$ cat src/qph_pkg.sv
// Shared types, codes and constants of the quadratic-probe hash table.
`timescale 1ns / 1ps
`default_nettype none

package qph_pkg;

	// Field widths.
	localparam int KEY_W  = 31;
	localparam int SLOT_W = 10;
	localparam int CNT_W  = 32;
	localparam int TS_W   = 11;
	localparam int MP_W   = 16;
	localparam int CFG_W  = 16;
	localparam int IDX_W  = 1;

	// Default table depth and register reset values.
	localparam int                DEPTH_DEFAULT = 1024;
	localparam logic [TS_W-1:0]   TS_RESET      = 11'd1024;
	localparam logic [MP_W-1:0]   MP_RESET      = 16'd10000;
	localparam logic [CNT_W-1:0]  CNT_MAX       = '1;

	// Configuration register indexes.
	localparam logic [IDX_W-1:0] REG_TABLE_SIZE = 1'b0;
	localparam logic [IDX_W-1:0] REG_MAX_PROBES = 1'b1;

	// Operation codes.
	localparam logic OP_INSERT = 1'b0;
	localparam logic OP_SEARCH = 1'b1;

	// Result status codes.
	localparam logic [1:0] ST_INSERTED  = 2'd0;
	localparam logic [1:0] ST_FULL      = 2'd1;
	localparam logic [1:0] ST_FOUND     = 2'd2;
	localparam logic [1:0] ST_NOT_FOUND = 2'd3;

	// Input transaction payload.
	typedef struct packed {
		logic             operation;
		logic [KEY_W-1:0] key;
	} req_t;

	// Output transaction payload.
	typedef struct packed {
		logic [1:0]        status;
		logic [SLOT_W-1:0] slot;
		logic [CNT_W-1:0]  insert_collisions;
		logic [CNT_W-1:0]  search_collisions;
	} rsp_t;

	// Controller states.
	typedef enum logic [2:0] {
		S_CLEAR,
		S_IDLE,
		S_DIVIDE,
		S_READ,
		S_CHECK,
		S_FINISH
	} state_t;

	// Commands from the controller to the datapath.
	typedef struct packed {
		logic clear_en;
		logic start;
		logic home_load;
		logic rd_en;
		logic check;
		logic load_out;
	} cmd_t;

	// Status from the datapath to the controller.
	typedef struct packed {
		logic clear_last;
		logic div_done;
		logic probe_done;
		logic out_free;
	} stat_t;

endpackage

`default_nettype wire

$ cat src/qph_ctrl.sv
// Controller state machine sequencing clearing, home slot computation and probing.
`timescale 1ns / 1ps
`default_nettype none

module qph_ctrl (
	input  wire logic           clk,
	input  wire logic           arst_n,
	input  wire logic           req_valid,
	output logic                req_stall,
	input  wire qph_pkg::stat_t stat,
	output qph_pkg::cmd_t       cmd
);

	qph_pkg::state_t state_q;
	qph_pkg::state_t state_nxt;

	// State register.
	always_ff @(posedge clk or negedge arst_n) begin
		if (!arst_n) begin
			state_q <= qph_pkg::S_CLEAR;
		end else begin
			state_q <= state_nxt;
		end
	end

	// Next state.
	always_comb begin
		state_nxt = state_q;
		unique case (state_q)
			qph_pkg::S_CLEAR: begin
				if (stat.clear_last) state_nxt = qph_pkg::S_IDLE;
			end
			qph_pkg::S_IDLE: begin
				if (req_valid) state_nxt = qph_pkg::S_DIVIDE;
			end
			qph_pkg::S_DIVIDE: begin
				if (stat.div_done) state_nxt = qph_pkg::S_READ;
			end
			qph_pkg::S_READ: begin
				state_nxt = qph_pkg::S_CHECK;
			end
			qph_pkg::S_CHECK: begin
				state_nxt = stat.probe_done ? qph_pkg::S_FINISH : qph_pkg::S_READ;
			end
			qph_pkg::S_FINISH: begin
				if (stat.out_free) state_nxt = qph_pkg::S_IDLE;
			end
			default: state_nxt = qph_pkg::S_IDLE;
		endcase
	end

	// Outputs.
	always_comb begin
		cmd       = '0;
		req_stall = 1'b1;
		unique case (state_q)
			qph_pkg::S_CLEAR: begin
				cmd.clear_en = 1'b1;
			end
			qph_pkg::S_IDLE: begin
				req_stall = 1'b0;
				cmd.start = req_valid;
			end
			qph_pkg::S_DIVIDE: begin
				cmd.home_load = stat.div_done;
			end
			qph_pkg::S_READ: begin
				cmd.rd_en = 1'b1;
			end
			qph_pkg::S_CHECK: begin
				cmd.check = 1'b1;
			end
			qph_pkg::S_FINISH: begin
				cmd.load_out = stat.out_free;
			end
			default: begin
				cmd = '0;
			end
		endcase
	end

endmodule

`default_nettype wire

$ cat config.mk
export PLATFORM = sky130hd
export DESIGN_NAME = qph_ctrl
export DESIGN_NICKNAME = d
export VERILOG_FILES = /design/src/qph_pkg.sv /design/src/qph_ctrl.sv
export SDC_FILE = /design/constraint.sdc
export NUM_CORES = 1
export LEC_CHECK = 0
export ABC_AREA = 1
export BUFFER_PORTS_ARGS = -buffer_cell sky130_fd_sc_hd__buf_2
export CAP_MARGIN = 20
export CORE_AREA = 2 2 39 41
export DETAILED_ROUTE_END_ITERATION = 8
export DIE_AREA = 0 0 41 43
export PLACE_DENSITY_LB_ADDON = 0.08
export SLEW_MARGIN = 25
export SYNTH_ARGS = -nofsm -noshare
export SYNTH_HDL_FRONTEND = slang
export SYNTH_SLANG_ARGS = --single-unit
$ cat constraint.sdc
create_clock -name clk -period 1.5 [get_ports clk]
set_clock_uncertainty 0.05 [all_clocks]
set_input_delay 0.3 -clock clk [delete_from_list [all_inputs] [get_ports clk]]
set_output_delay 0.3 -clock clk [all_outputs]
set_load 0.1 [all_outputs]
**Word-level counts from Yosys, hierarchy flattened**

Index checks and enable logic that the tools add are counted.

- $lt $le $gt $ge: 0
- Div/mod/pow operators: 0
- Mux-type cells: 13
- Bitwise gates (word level): 0
- Add/subtract/negate cells: 0
- Shift operators: 0
- Reduce and logical (&&, ||, !) cells: 2
- Equality and inequality tests: 9
- $mul: 0

Operators by type and width:

| kind | count |
|---|---|
| 3-bit case mux with 6 select lines | 1 |
| 3-bit two-way mux | 5 |
| 2-bit != test, second input constant | 4 |
| 1-bit two-way mux | 7 |
| 3-bit by 2-bit equality test with 1-bit output, second input constant | 2 |
| 3-bit equality test, second input constant | 2 |
| 4-bit AND reduction | 1 |
| 3-bit by 1-bit equality test with 1-bit output, second input constant | 1 |
| 3-bit zero test | 1 |

- Latch bits: 0
- Memories kept: 0
- RAM bits: 0
- Output and inout port bits: 7
- Bits in read-only memories: 0
- Logic and storage cells: 25
- Bits in registers: 3

**Depth between registers and ports, before layout**

- Depth after elaboration: 3
- Mapped depth: 6

**Least setup slack after synthesis**

OpenSTA, ideal clock, no wires.

- Path kind: register to output
- Start: register state_q[2]
- End: output cmd[5] in the netlist's numbering
- Arrival: 2.516 ns
- Path slack: -1.366 ns
- Stages on the path, launching flop included: 2
- Data required time: 1.150 ns
- Path through: dfrtp_1 -> nor3_1

RTL lines:

| what | line | text |
|---|---|---|
| start: declaration | qph_ctrl.sv:14 | `qph_pkg::state_t state_q;` |
| start signal: assignment | qph_ctrl.sv:20 | `state_q <= qph_pkg::S_CLEAR;` |
| start signal: assignment | qph_ctrl.sv:22 | `state_q <= state_nxt;` |
| end: declaration | qph_ctrl.sv:11 | `output qph_pkg::cmd_t cmd` |

==> summary.md <==
| Metric | Value |
|---|---|
| Status | complete, but fails checks |
| Worst-skew pair later-pin latency | 0.24 ns |
| HPWL after DPL | 497 um |
| YS warnings | 0 |
| CTS tree | done |
| Gpl congestion | 0.723 |
| Initial Utilization | 17.2% |
| Crit path capture type | output pin |
| Fillers | 135 |
| Ant. Diodes | 0 |
| Worst slew pin tran | 0.211 ns |
| Relative slew slack | 85.9% |
| Core footprint | 1380 um^2 |
| Tot GR Track Use | 12.8% |
| DR pass1 iterations | 4 |
| Crit path max fanout | 6 |
| Worst hold slack | 0.253 ns |
| Grt met2 use | 18.8% |
| Biggest regs | state_q x3 |
| Hold Path Origin | stat[1] |
| Detail Route Antenna Nets | 0 |
| Synth unique cells | 11 |
| Final critical-path required period | 1.58 ns |
| Die ar. | 1760 um^2 |
| Met3 Usage GRT | 1.57% |
| Layer with the highest usage | met2 |
| I/O Pins | 14 |
| # setup viols final | 7 |
| Mean Syn Cell Area | 6.26 um^2 |
| Final worst setup slack | -0.0789 ns |
| Part of the cycle the worst path needs | 105% |
| Largest register FFs | 3 |
| Critical Path AT | 1.23 ns |
| Worst Reg-to-Reg Cells | 9 |
| Worst R2R Setup Slack | 0.01 ns |
| Worst-path clk slew | 0.04 ns |
| Cell Rows | 14 |
| Unrepaired setup endpoints after global routing | yes |
| Failing checks | setup timing |
| Vias in the first global route | 357 |
| Worst Setup Start Kind | flip-flop |
| Largest Register | state_q |
| Drt wl/cell | 10.0 um |
| Max clock buf depth | 2 |
| Worst r2r dst | state_q[1] |
| Initial antenna violation count | 0 |
| Synth Cell Area | 238 um^2 |
| Gate Count Post-Synth | 38 |
| Max_cap viols | 0 |
| Vias per std cell | 4.22 |
| CTS buffer count | 3 |
| Die H | 43 um |
| Area leader, netlist | dfrtp_1 |
| Layout cells sized above 1 | 71.0% |
| Worst r2r src | state_q[0] |
| Largest net degree at the start of global routing | 7 |
| Critical Path RT | 1.15 ns |
| Post-synthesis sequential area ratio | 31.6% |
| CTS Sinks | 3 |
| Final hold violation count | 0 |
| F_max | 633 MHz |
| H-Tree Depth | 1 |
| Drc violations | 0 |
| Area Growth Syn to Fin | 175% |
| Detailed Route WL | 850 um |
| Worst hold endpoint | state_q[2] |
| Vias | 359 |
| Final nets | 77 |
| Slew Limit Fails | 0 |
| First-pass GRT wire length | 1460 um |
| Die span in x | 41 um |
| Total grt overflow | 0 |
| HP Class | in2reg |
| # port buffers | 13 |
| Met1 GRT Util | 14.1% |
| Largest cells by area after synthesis | dfrtp_1 32%, nor2_1 11%, nand3_1 11% |
| Clk Tree Root Cell | clkbuf_4 |
| Post-Syn Nets | 45 |
| Synth top area share | 31.6% |
| Synth Register Bits | 3 |
| Crit Path Class | reg2out |
| Hold Path Depth | 3 |
| Initial DRC Count | 1 |
## metrics by stage
stage                     util (%)  TNS [ns]  cell area [um^2]  setup slack, ns  cells
after detailed placement      34.3         0               474           0.0973     67
after global routing          47.3    -0.841               654           -0.125     85
after floorplan                  -    -0.722               284           -0.321     38
after global placement        34.3         0               474           0.0957     67
final                         47.3    -0.437               654          -0.0789     85
after CTS                     44.0    -0.399               609          -0.0766     80
## worst max-delay path, cell delays in order (launching register included)
cell     delay (ns)
dfrtp_2        0.48
nor2_4         0.14
nand2_2        0.09
nor2_4         0.10
buf_12         0.18
## cells in the final DEF, fill, tap and decap left out, types with 2 or more instances in the layout
| master | synthesis | layout |
|---|---|---|
| buf_12 | 0 | 7 |
| inv_1 | 6 | 6 |
| nand3_1 | 5 | 5 |
| buf_4 | 0 | 11 |
| dfrtp_2 | 0 | 3 |
| nand2_1 | 6 | 4 |
| nor2_2 | 2 | 2 |
| clkbuf_4 | 0 | 3 |
| nor2_4 | 0 | 6 |
| inv_2 | 4 | 2 |
| nand3_4 | 0 | 2 |
| buf_2 | 0 | 6 |
| nand2_2 | 0 | 2 |
| inv_4 | 0 | 2 |
| buf_6 | 0 | 2 |
## cells in the mapped netlist
| master | n |
|---|---|
| nor2_1 | 7 |
| o221ai_1 | 1 |
| dfrtp_1 | 3 |
| nand3_1 | 5 |
| inv_2 | 4 |
| o21ai_1 | 1 |
| nand3_2 | 2 |
| nand2_1 | 6 |
| inv_1 | 6 |
| nor2_2 | 2 |
| nor3_1 | 1 |
## kinds of logic (layout without fill, tap and decap cells)
| kind of cell | after synthesis | after routing | share of synthesized area, % |
|---|---|---|---|
| AND/OR/NAND/NOR | 23 | 23 | 46.8 |
| buffers and inverters | 10 | 41 | 15.8 |
| flip-flops | 3 | 3 | 31.6 |
| AO/OA/AOI/OAI | 2 | 2 | 5.79 |
## final cells by class
| type | instances | area [um^2] | share of cell area, % |
|---|---|---|---|
| clock buffers | 4 | 26.3 | 4.02 |
| well taps | 16 | 20.0 | 3.06 |
| inverters | 10 | 42.5 | 6.50 |
| repair buffers | 27 | 285 | 43.6 |
| multi-input cells | 25 | 201 | 30.8 |
| flip-flops and latches | 3 | 78.8 | 12.0 |
## how the worst max path moves through the flow
stage                from     end  slack [ns]
2_1_floorplan  state_q[1]  cmd[4]       -0.32
3_3_place_gp   state_q[2]  cmd[3]         0.1
3_5_place_dp   state_q[2]  cmd[3]         0.1
4_1_cts        state_q[0]  cmd[4]       -0.08
5_1_grt        state_q[0]  cmd[1]       -0.12
6_report       state_q[0]  cmd[3]       -0.08
## metal layers
layer  share of wire [%]  wire, um  vias up
met5                   0         0        -
met4                 1.6        14        0
li1                    -         -      184
met1                  38       322      164
met3                 3.1        26        3
met2                  57       487        8
## what timing repair did
item                                    4_1_cts  5_1_grt
pin swaps                                     4        6
gates resized for setup                      11        2
endpoints found under the setup margin        5        7
hold endpoints to repair                      3        0
setup buffers                                 8        5
hold buffers                                  1        0
Power is left out: the tool's default activity adds up to more than one toggle a clock period on the data nets, which glitch-free logic cannot reach.
